**config.mk**
```make
export PLATFORM = sky130hd
export DESIGN_NAME = nearest_point_search_top
export DESIGN_NICKNAME = d
export VERILOG_FILES = /design/src/hw/rtl/nps_pkg.sv /design/src/hw/rtl/nearest_point_search_top.sv /design/src/hw/rtl/nps_table.sv /design/src/hw/rtl/nps_dist.sv
export SDC_FILE = /design/constraint.sdc
export NUM_CORES = 2
export LEC_CHECK = 0
export BUFFER_PORTS_ARGS = -buffer_cell sky130_fd_sc_hd__buf_2
export CAP_MARGIN = 25
export CORE_MARGIN = 2
export CORE_UTILIZATION = 35
export DETAILED_ROUTE_END_ITERATION = 12
export PLACE_DENSITY = 0.52
export SLEW_MARGIN = 25
export SYNTH_ARGS = -nofsm -noshare
export SYNTH_HDL_FRONTEND = slang
export SYNTH_SLANG_ARGS = --single-unit
```
**constraint.sdc**
```tcl
create_clock -name clk -period 20.2 [get_ports clk]
set_clock_uncertainty 0.2 [all_clocks]
set_input_delay 1.01 -clock clk [delete_from_list [all_inputs] [get_ports clk]]
set_output_delay 1.01 -clock clk [all_outputs]
set_load 0.01 [all_outputs]
```
**src/hw/rtl/nps_pkg.sv**
```systemverilog
// Shared constants, types and helpers for the nearest point search block.
package nps_pkg;

  localparam int TABLE_ENTRIES = 16;
  localparam int NUM_AXES      = 7;
  localparam int AXIS_FIELDS   = 7;
  localparam int AXIS_W        = 8;
  localparam int INDEX_W       = 4;
  localparam int ADDR_W        = (TABLE_ENTRIES > 1) ? $clog2(TABLE_ENTRIES) : 1;
  localparam int SQ_W          = 2 * AXIS_W;
  localparam int DIST_W        = 18;

  localparam logic [AXIS_W-1:0] SCORE_MAX = AXIS_W'(160);
  localparam logic [DIST_W-1:0] DIST_MAX  = DIST_W'(179200);

  localparam logic OP_LOAD  = 1'b0;
  localparam logic OP_QUERY = 1'b1;

  typedef logic [NUM_AXES-1:0][AXIS_W-1:0] point_t;

  typedef struct packed {
    logic              live;
    logic              hit;
    logic              last;
    logic [ADDR_W-1:0] idx;
  } scan_tag_t;

  function automatic logic [AXIS_W-1:0] sat_score(input logic [AXIS_W-1:0] raw);
    sat_score = (raw > SCORE_MAX) ? SCORE_MAX : raw;
  endfunction

endpackage

```
**src/hw/rtl/nearest_point_search_top.sv**
```systemverilog
// Top level of the nearest point search: request control, scan and best-entry tracking.
//
//   channel | signals                                   | direction
//   --------+-------------------------------------------+----------
//   in      | in_valid, in_stall, opcode, entry_index,  | request in
//           | axis_drive .. axis_lofi                   |
//   out     | out_valid, out_stall, found, best_index,  | result out
//           | best_distance_sq                          |
//
// A load request writes one memory entry.
// A query reads one table entry per cycle from the single memory read port,
// drains through three pipe stages, then posts unless a held result is stalled.
// rst clears the valid bits and control; table contents stay unknown until loaded.
// in_stall is high while a query runs; a held result does not block loads.
module nearest_point_search_top import nps_pkg::*; (
  input  logic               clk,
  input  logic               rst,
  input  logic               in_valid,
  output logic               in_stall,
  input  logic               opcode,
  input  logic [INDEX_W-1:0] entry_index,
  input  logic [AXIS_W-1:0]  axis_drive,
  input  logic [AXIS_W-1:0]  axis_brightness,
  input  logic [AXIS_W-1:0]  axis_space,
  input  logic [AXIS_W-1:0]  axis_movement,
  input  logic [AXIS_W-1:0]  axis_punch,
  input  logic [AXIS_W-1:0]  axis_width,
  input  logic [AXIS_W-1:0]  axis_lofi,
  output logic               out_valid,
  input  logic               out_stall,
  output logic               found,
  output logic [INDEX_W-1:0] best_index,
  output logic [DIST_W-1:0]  best_distance_sq
);

  typedef enum logic [1:0] {
    S_IDLE,
    S_SCAN,
    S_WAIT,
    S_DONE
  } state_t;

  state_t                        state;
  logic [AXIS_FIELDS-1:0][AXIS_W-1:0] raw_axes;
  point_t                        in_pt;
  point_t                        qry;
  point_t                        rd_data;
  logic                          rd_hit;
  logic                          rd_en;
  logic [ADDR_W-1:0]             cnt;
  logic                          accept;
  logic                          load_ok;
  logic                          wr_en;
  logic [ADDR_W-1:0]             wr_addr;
  scan_tag_t                     tag_rd;
  scan_tag_t                     tag_q;
  scan_tag_t                     tag_d;
  logic [DIST_W-1:0]             distance;
  logic                          best_found;
  logic [ADDR_W-1:0]             best_idx;
  logic [DIST_W-1:0]             best_dist;
  logic                          post;

  assign raw_axes = {axis_lofi, axis_width, axis_punch, axis_movement,
                     axis_space, axis_brightness, axis_drive};

  always_comb begin
    for (int a = 0; a < NUM_AXES; a++) begin
      in_pt[a] = sat_score(raw_axes[a]);
    end
  end

  assign in_stall = (state != S_IDLE);
  assign accept   = in_valid && !in_stall;
  assign load_ok  = (32'(entry_index) < TABLE_ENTRIES);
  assign wr_en    = accept && (opcode == OP_LOAD) && load_ok;
  assign wr_addr  = ADDR_W'(entry_index);
  assign rd_en    = (state == S_SCAN);
  assign post     = (state == S_DONE) && (!out_valid || !out_stall);

  nps_table u_table (
    .clk     (clk),
    .rst     (rst),
    .wr_en   (wr_en),
    .wr_addr (wr_addr),
    .wr_data (in_pt),
    .rd_en   (rd_en),
    .rd_addr (cnt),
    .rd_data (rd_data),
    .rd_hit  (rd_hit)
  );

  always_comb begin
    tag_q     = tag_rd;
    tag_q.hit = tag_rd.live && rd_hit;
  end

  nps_dist u_dist (
    .clk      (clk),
    .rst      (rst),
    .qry      (qry),
    .ref_pt   (rd_data),
    .tag_in   (tag_q),
    .tag_out  (tag_d),
    .distance (distance)
  );

  always_ff @(posedge clk) begin
    if (accept && (opcode == OP_QUERY)) begin
      qry <= in_pt;
    end
  end

  always_ff @(posedge clk) begin
    if (rst) begin
      state      <= S_IDLE;
      cnt        <= '0;
      tag_rd     <= '0;
      best_found <= 1'b0;
      best_idx   <= '0;
      best_dist  <= '0;
      out_valid  <= 1'b0;
      found      <= 1'b0;
      best_index <= '0;
      best_distance_sq <= '0;
    end else begin
      tag_rd.live <= rd_en;
      tag_rd.hit  <= 1'b0;
      tag_rd.last <= rd_en && (cnt == ADDR_W'(TABLE_ENTRIES - 1));
      tag_rd.idx  <= cnt;

      if (out_valid && !out_stall) begin
        out_valid <= 1'b0;
      end

      if (tag_d.live && tag_d.hit && (!best_found || distance < best_dist)) begin
        best_found <= 1'b1;
        best_idx   <= tag_d.idx;
        best_dist  <= distance;
      end

      unique case (state)
        S_IDLE: begin
          if (accept && (opcode == OP_QUERY)) begin
            cnt        <= '0;
            best_found <= 1'b0;
            best_idx   <= '0;
            best_dist  <= '0;
            state      <= S_SCAN;
          end
        end
        S_SCAN: begin
          cnt <= cnt + ADDR_W'(1);
          if (cnt == ADDR_W'(TABLE_ENTRIES - 1)) begin
            state <= S_WAIT;
          end
        end
        S_WAIT: begin
          if (tag_d.live && tag_d.last) begin
            state <= S_DONE;
          end
        end
        S_DONE: begin
          if (post) begin
            out_valid        <= 1'b1;
            found            <= best_found;
            best_index       <= INDEX_W'(best_idx);
            best_distance_sq <= best_dist;
            state            <= S_IDLE;
          end
        end
        default: state <= S_IDLE;
      endcase
    end
  end

  a_post_from_done: assert property (@(posedge clk) disable iff (rst)
    $rose(out_valid) |-> $past(state) == S_DONE)
    else $error("result posted outside of query completion");

  a_empty_zero: assert property (@(posedge clk) disable iff (rst)
    (out_valid && !found) |-> (best_index == '0 && best_distance_sq == '0))
    else $error("not-found result carries nonzero fields");

  a_dist_range: assert property (@(posedge clk) disable iff (rst)
    out_valid |-> best_distance_sq <= DIST_MAX)
    else $error("distance beyond table range");

  a_scan_end: assert property (@(posedge clk) disable iff (rst)
    (state == S_SCAN && cnt == ADDR_W'(TABLE_ENTRIES - 1)) |=> state == S_WAIT)
    else $error("scan did not stop after last entry");

  a_no_load_in_query: assert property (@(posedge clk) disable iff (rst)
    rd_en |-> !wr_en)
    else $error("table write overlaps a scan read");

endmodule

```
**src/hw/rtl/nps_table.sv**
```systemverilog
// Point table memory with registered read and per-slot valid bits.
module nps_table import nps_pkg::*; (
  input  logic              clk,
  input  logic              rst,
  input  logic              wr_en,
  input  logic [ADDR_W-1:0] wr_addr,
  input  point_t            wr_data,
  input  logic              rd_en,
  input  logic [ADDR_W-1:0] rd_addr,
  output point_t            rd_data,
  output logic              rd_hit
);

  point_t                   mem [TABLE_ENTRIES];
  logic [TABLE_ENTRIES-1:0] valid;

  always_ff @(posedge clk) begin
    if (wr_en) begin
      mem[wr_addr] <= wr_data;
    end
    if (rd_en) begin
      rd_data <= mem[rd_addr];
    end
  end

  always_ff @(posedge clk) begin
    if (rst) begin
      valid  <= '0;
      rd_hit <= 1'b0;
    end else begin
      if (wr_en) begin
        valid[wr_addr] <= 1'b1;
      end
      if (rd_en) begin
        rd_hit <= valid[rd_addr];
      end
    end
  end

endmodule

```
**src/hw/rtl/nps_dist.sv**
```systemverilog
// Two-stage squared distance pipe: per-axis squares, then their sum.
module nps_dist import nps_pkg::*; (
  input  logic              clk,
  input  logic              rst,
  input  point_t            qry,
  input  point_t            ref_pt,
  input  scan_tag_t         tag_in,
  output scan_tag_t         tag_out,
  output logic [DIST_W-1:0] distance
);

  logic [NUM_AXES-1:0][SQ_W-1:0] sq;
  logic [NUM_AXES-1:0][SQ_W-1:0] sq_next;
  scan_tag_t                     tag_sq;
  logic [DIST_W-1:0]             distance_next;

  always_comb begin
    for (int a = 0; a < NUM_AXES; a++) begin
      logic [AXIS_W-1:0] diff;
      diff = (qry[a] >= ref_pt[a]) ? (qry[a] - ref_pt[a]) : (ref_pt[a] - qry[a]);
      sq_next[a] = SQ_W'(diff) * SQ_W'(diff);
    end
  end

  always_comb begin
    distance_next = '0;
    for (int a = 0; a < NUM_AXES; a++) begin
      distance_next = distance_next + DIST_W'(sq[a]);
    end
  end

  always_ff @(posedge clk) begin
    sq       <= sq_next;
    distance <= distance_next;
  end

  always_ff @(posedge clk) begin
    if (rst) begin
      tag_sq  <= '0;
      tag_out <= '0;
    end else begin
      tag_sq  <= tag_in;
      tag_out <= tag_sq;
    end
  end

endmodule
```
Word level (Yosys, flattened, before mapping)

Memory sizes are Yosys's and may differ from the RTL's. A register that Yosys moved wholly into a read port is not among the register bits.
Index checks and enable logic that the tools add are counted.

Memories: 1
Output and inout bits: 25
Flip-flop bits (word level): 276
Bits of input ports: 65
Logic and storage cells: 156
Memory bits (writable): 896

Bitwise gates (word level): 2
$mul: 7
Equal/unequal tests: 8
Add/sub/neg operators: 21
$lt $le $gt $ge: 18
Multiplexer cells: 39
Reduce and logical (&&, ||, !) cells: 23

Memory list:

| name        | words | width | rd ports | clocked after Yosys merged registers in | write ports | RTL line        | source |
|---|---|---|---|---|---|---|---|
| u_table.mem | 16    | 56    | 1        | 1                                       | 1           | nps_table.sv:14 | `point_t mem [TABLE_ENTRIES];` |

Operator list:

| kind                                                                   | number |
|---|---|
| 8-bit by 8-bit multiplier with 16-bit output                           | 7 |
| 8-bit two-way mux                                                      | 14 |
| 8-bit subtractor                                                       | 14 |
| 18-bit by 16-bit adder with 18-bit output                              | 5 |
| 8-bit >= comparator                                                    | 7 |
| 8-bit > comparator (second input constant)                             | 7 |
| 18-bit two-way mux                                                     | 3 |
| 18-bit < comparator                                                    | 1 |
| 16-bit by 16-bit adder with 17-bit output                              | 1 |
| 4-bit two-way mux                                                      | 4 |
| 16-bit OR                                                              | 1 |
| 1-bit logical AND                                                      | 11 |
| 4-bit by 5-bit < comparator with 1-bit output (second input constant)  | 2 |
| 1-bit two-way mux                                                      | 10 |
| 2-bit two-way mux                                                      | 4 |
| 2-bit case mux with 4 select lines                                     | 1 |
| 4-bit case mux with 2 select lines                                     | 1 |
| 2-bit inequality test (second input constant)                          | 3 |
| 4-bit by 1-bit adder with 4-bit output (second input constant)         | 1 |
| 1-bit binary-select mux with 4-bit select                              | 1 |
| 1-bit demux with 4-bit select                                          | 1 |
| 2-bit == test (second input constant)                                  | 2 |
| 4-bit == test (second input constant)                                  | 1 |
| 4-bit by 1-bit >= comparator with 1-bit output (second input constant) | 1 |
| other kinds (9)                                                        | 15 |

Logic depth before layout (Yosys ltp)

Depth after elaboration: 6
Gate-level depth with buffers: 29

Modules after synthesis

From an unflattened synthesis, not the netlist that was laid out.

Cells, all modules: 4,193
Area total of the unflattened synthesis: 61,692.9 µm²

By module, submodules not included:

| module                   | times used | sequential area each (µm²) | area each (µm²) | cells an instance |
|---|---|---|---|---|
| nps_table                | 1          | 28,927.7                   | 35,929.5        | 1,387 |
| nps_dist                 | 1          | 2,742.6                    | 21,094.0        | 2,393 |
| nearest_point_search_top | 1          | 2,862.7                    | 4,669.5         | 413 |

Worst setup path after synthesis

No wires, ideal clock.

Path kind: reg2reg
Start: reg qry[24] in the netlist's numbering
End: reg u_dist.sq[63] in the netlist's numbering
Required time: 19,879 ps
Library setup time: 121 ps
Clock period less this slack: 6,460 ps
Arrival time: 6,139 ps
Slack: 13,740 ps
Cell stages (with the launch flop): 28
Cell sequence: edfxtp_1 inv_1 ha_1 inv_1 fa_1 a21o_1 a211oi_1 o21ai_2 a211o_1 a32oi_1 xor2_1 or2_1 inv_1 fa_1 fa_1 inv_1 fa_1 fa_1 inv_1 ha_1 o21a_1 nor2_1 nor2b_1 a21oi_1 nor2_1 a211oi_1 a21oi_1 xor2_1

RTL lines:

| element                | RTL line                        | source |
|---|---|---|
| from (decl)            | nearest_point_search_top.sv:46  | `point_t qry;` |
| from (signal assigned) | nearest_point_search_top.sv:110 | `qry <= in_pt;` |
| to (signal assigned)   | nps_dist.sv:33                  | `sq <= sq_next;` |
| to (decl)              | nps_dist.sv:12                  | `logic [NUM_AXES-1:0][SQ_W-1:0] sq;` |

==> metrics.txt <==
Worst path slowest cell=xnor2_1; buffer depth of the longest clock path=3; max-slew violation count=0; Seq/Total Area, Yosys=0.5587; flops & latches, synth=approximately 1.2k; yosys warns=0; worst min-delay path class=flip-flop to flip-flop; filler instances=approximately 16k; # IOs=90; grt ovf=0; critical path depth=27; final hold viol count=0; sum of negative setup slack=0 ps; family with the most delay on the worst path=adder cells; DP Area=between 0.06 and 0.07 mm2; Avg Inst Size Synth=roughly 15 um2; Critical Path Max Stage Delay=~800 ps; clk_lat worst skew=around 770 ps; die width=~420 um; post-layout util=0.3954; Final setup viols=0; Yosys top cell by area=edfxtp_1; register area=0.03455 mm2; worst path required time=20,630 ps; Starting Density=0.3518; Synth area leaders=edfxtp_1 49%, mux4_2 10%, fa_1 8.1%; Final Worst Setup Slack=around 13,000 ps; Crit. End Element=flip-flop; CTS tree=yes; relative slew slack=0.2923; antenna viol nets, final=0; Core Box Area=~0.18 mm2; highest clock rate=139.3 MHz; DRT iter0 DRCs=2,399; synthesized cell area=0.06181 mm2; nets@finish=about 5.1k; Vias/cell=4.924; pre-CTS setup slack=between 10,000 and 15,000 ps; outcome=complete, no violations; number of synthesized flops with an enable pin=~1k; min cycle time layout=7177 ps; Hold Path Stages=1; Multi-input gate area=about 0.025 mm2; GRT Total Usage=0.1590; clk sinks=between 1k and 1.5k; Die ar.=approximately 0.18 mm2; Detailed Route WL=141.0 mm; number of global-route vias before repair=35.07k; cell area after layout=0.06948 mm2; crit-path max FO=12; Area Growth Syn to Fin=12.40%; R2R depth=27; post-synthesis instance total=roughly 4.3k; Critical path buffers and inverters=5; Post-CTS Setup Bufs=0; Synth top area share=0.4897; post-CTS sizing=0; max-cap viol count=0; wire length per cell=around 20 um; ys flop type=edfxtp_1; IO buf count=89; Num CTS Buffers=approximately 130; # H-tree levels=4; flop2flop setup slack=between 10,000 and 15,000 ps; Die Y-Extent=424.3 um; Final GP Congestion=0.8069; first-pass GRT wire length=216.8 mm; share of layout cells above drive strength 1=0.1532; detailed placer's ending HPWL=between 90 and 100 mm; Crit Path Class=flip-flop to flip-flop; drt pass-1 iters=6; largest net degree at the start of global routing=about 110; via count=~34k; residual DRC count=0; post-synthesis cell type count=86; CTS Hold Bufs=0; Rows=about 150; antenna violations before repair=9; CP startpoint kind=flip-flop; RSZ-0062 raised after global routing=no; worst-margin pin slew=1054 ps; clock root buffer=clkbuf_16; Async SR Flop Fraction=0; final worst path period share=0.3553; CP arrival=roughly 7600 ps; Clock Pin Slew Worst Setup and Hold Paths=60 ps
## sequential cells by signal, summed over array words and instances, names as in the netlist, 2 cells and up
signal and count:
u_table.mem 896, u_dist.sq 105, qry 56, u_table.rd_data 56, best_dist 18, best_distance_sq 18, u_dist.distance 18, u_table.valid 16
u_dist.tag_out 7, u_dist.tag_sq 7, tag_q 6, best_idx 4, best_index 4, cnt 4, state 2
## final cells by class
cell class	instances	area share
sequential	1221	0.4973
clock inverter	72	0.009617
tap	2340	0.04214
timing repair buffer	145	0.01318
inverter	564	0.03047
clock buffer	166	0.05104
multi-input combinational	2335	0.3563
antenna	1	0.00003602
## worst register-to-register path: stages, from the launching register on
cell      delay, ps
edfxtp_1        390
inv_1            70
ha_1            170
inv_1            60
fa_1            390
a21o_1          210
a211oi_1        340
o21ai_2         190
nor3_1          210
a21oi_1          70
xnor2_1         800
nand2b_1        260
inv_1            80
fa_1            490
fa_1            490
inv_1            50
fa_1            450
fa_1            490
inv_1            40
ha_1            310
o21a_1          200
nor2_1          120
nor2b_1          70
a21oi_1         190
nor2_1           80
a211oi_1        330
a21oi_1         130
xor2_1          180
## worst paths after layout
kind	start	end
setup / recovery	qry[24]$_DFFE_PP_	u_dist.sq[63]$_DFF_P_
hold / removal	u_dist.tag_sq[4]$_SDFF_PP0_	u_dist.tag_out[4]$_SDFF_PP0_
setup reg to reg	qry[24]$_DFFE_PP_	u_dist.sq[63]$_DFF_P_
hold reg to reg	u_dist.tag_sq[4]$_SDFF_PP0_	u_dist.tag_out[4]$_SDFF_PP0_
## synth_stat cells, types with 6 or more instances
cell      instances
nor3_1           36
xnor2_2           6
o21a_1           27
xor2_1           53
buf_1            13
a31oi_1          14
nand3b_1          6
nor2_1          291
buf_2            32
and4_1            6
or4_1             8
nand2b_1         46
dfxtp_1         213
o211ai_1          7
inv_2             7
xnor2_1         116
a21oi_1         153
fa_1            250
and3_1           11
clkbuf_1         86
or2_1            19
nand3_1          45
and2_1           47
o21bai_1         14
a21boi_0          7
nand2_1         122
nor2b_1          71
o41ai_1           6
mux2i_1          30
inv_1           557
o21ai_1           7
a21boi_1         18
mux4_2          285
edfxtp_1       1008
o21ai_0          94
ha_1            368
or2_2            16
a211oi_1          8
a21o_1           47
nand4_1          10
## kinds of logic (layout without fill, tap and decap cells)
| logic type | Yosys count | count (layout) | synth area share |
|---|---|---|---|
| simple gates | 747 | 747 | 0.05799 |
| buf+inv | 699 | 947 | 0.04352 |
| mux | 317 | 317 | 0.1091 |
| compound gates | 471 | 471 | 0.04872 |
| xor+xnor | 178 | 178 | 0.02642 |
| fa+ha+maj | 618 | 618 | 0.1555 |
| other cells | 2 | 5 | 0.0001215 |
| flops | 1221 | 1221 | 0.5587 |
## cells in the final DEF, fill, tap and decap left out, drive strengths merged, types with 6 or more instances in the layout
cell / count
edfxtp: 1008
inv: 576
ha: 368
nor2: 291
mux4: 285
fa: 250
dfxtp: 213
clkbuf: 166
a21oi: 156
buf: 145
nand2: 122
xnor2: 122
o21ai: 104
nor2b: 71
xor2: 55
clkinv: 49
a21o: 47
and2: 47
nand2b: 46
nand3: 45
nor3: 36
or2: 35
mux2i: 31
o21a: 27
a21boi: 25
o21bai: 15
a31oi: 15
and3: 11
nand4: 10
a211oi: 10
or4: 9
o211ai: 7
and4: 6
o41ai: 6
nand3b: 6
bufinv: 6
o31ai: 6
## layer usage
layer	global-route usage	routed length (um)	vias to the layer above
met5	0	13	-
met4	0.04336	3278	2
met3	0.02357	4906	185
met2	0.2630	68060	568
met1	0.2183	64790	17380
li1	-	-	15560
## stage by stage
step	std cells	hold WS [ps]
3_3_place_gp	6603	218.7
6_report	6844	236.6
2_1_floorplan	4255	213.8
3_5_place_dp	6604	223.9
5_1_grt	6843	256.5
4_1_cts	6842	224.4
Power is left out: the tool's default activity adds up to more than one toggle a clock period on the data nets, which glitch-free logic cannot reach.
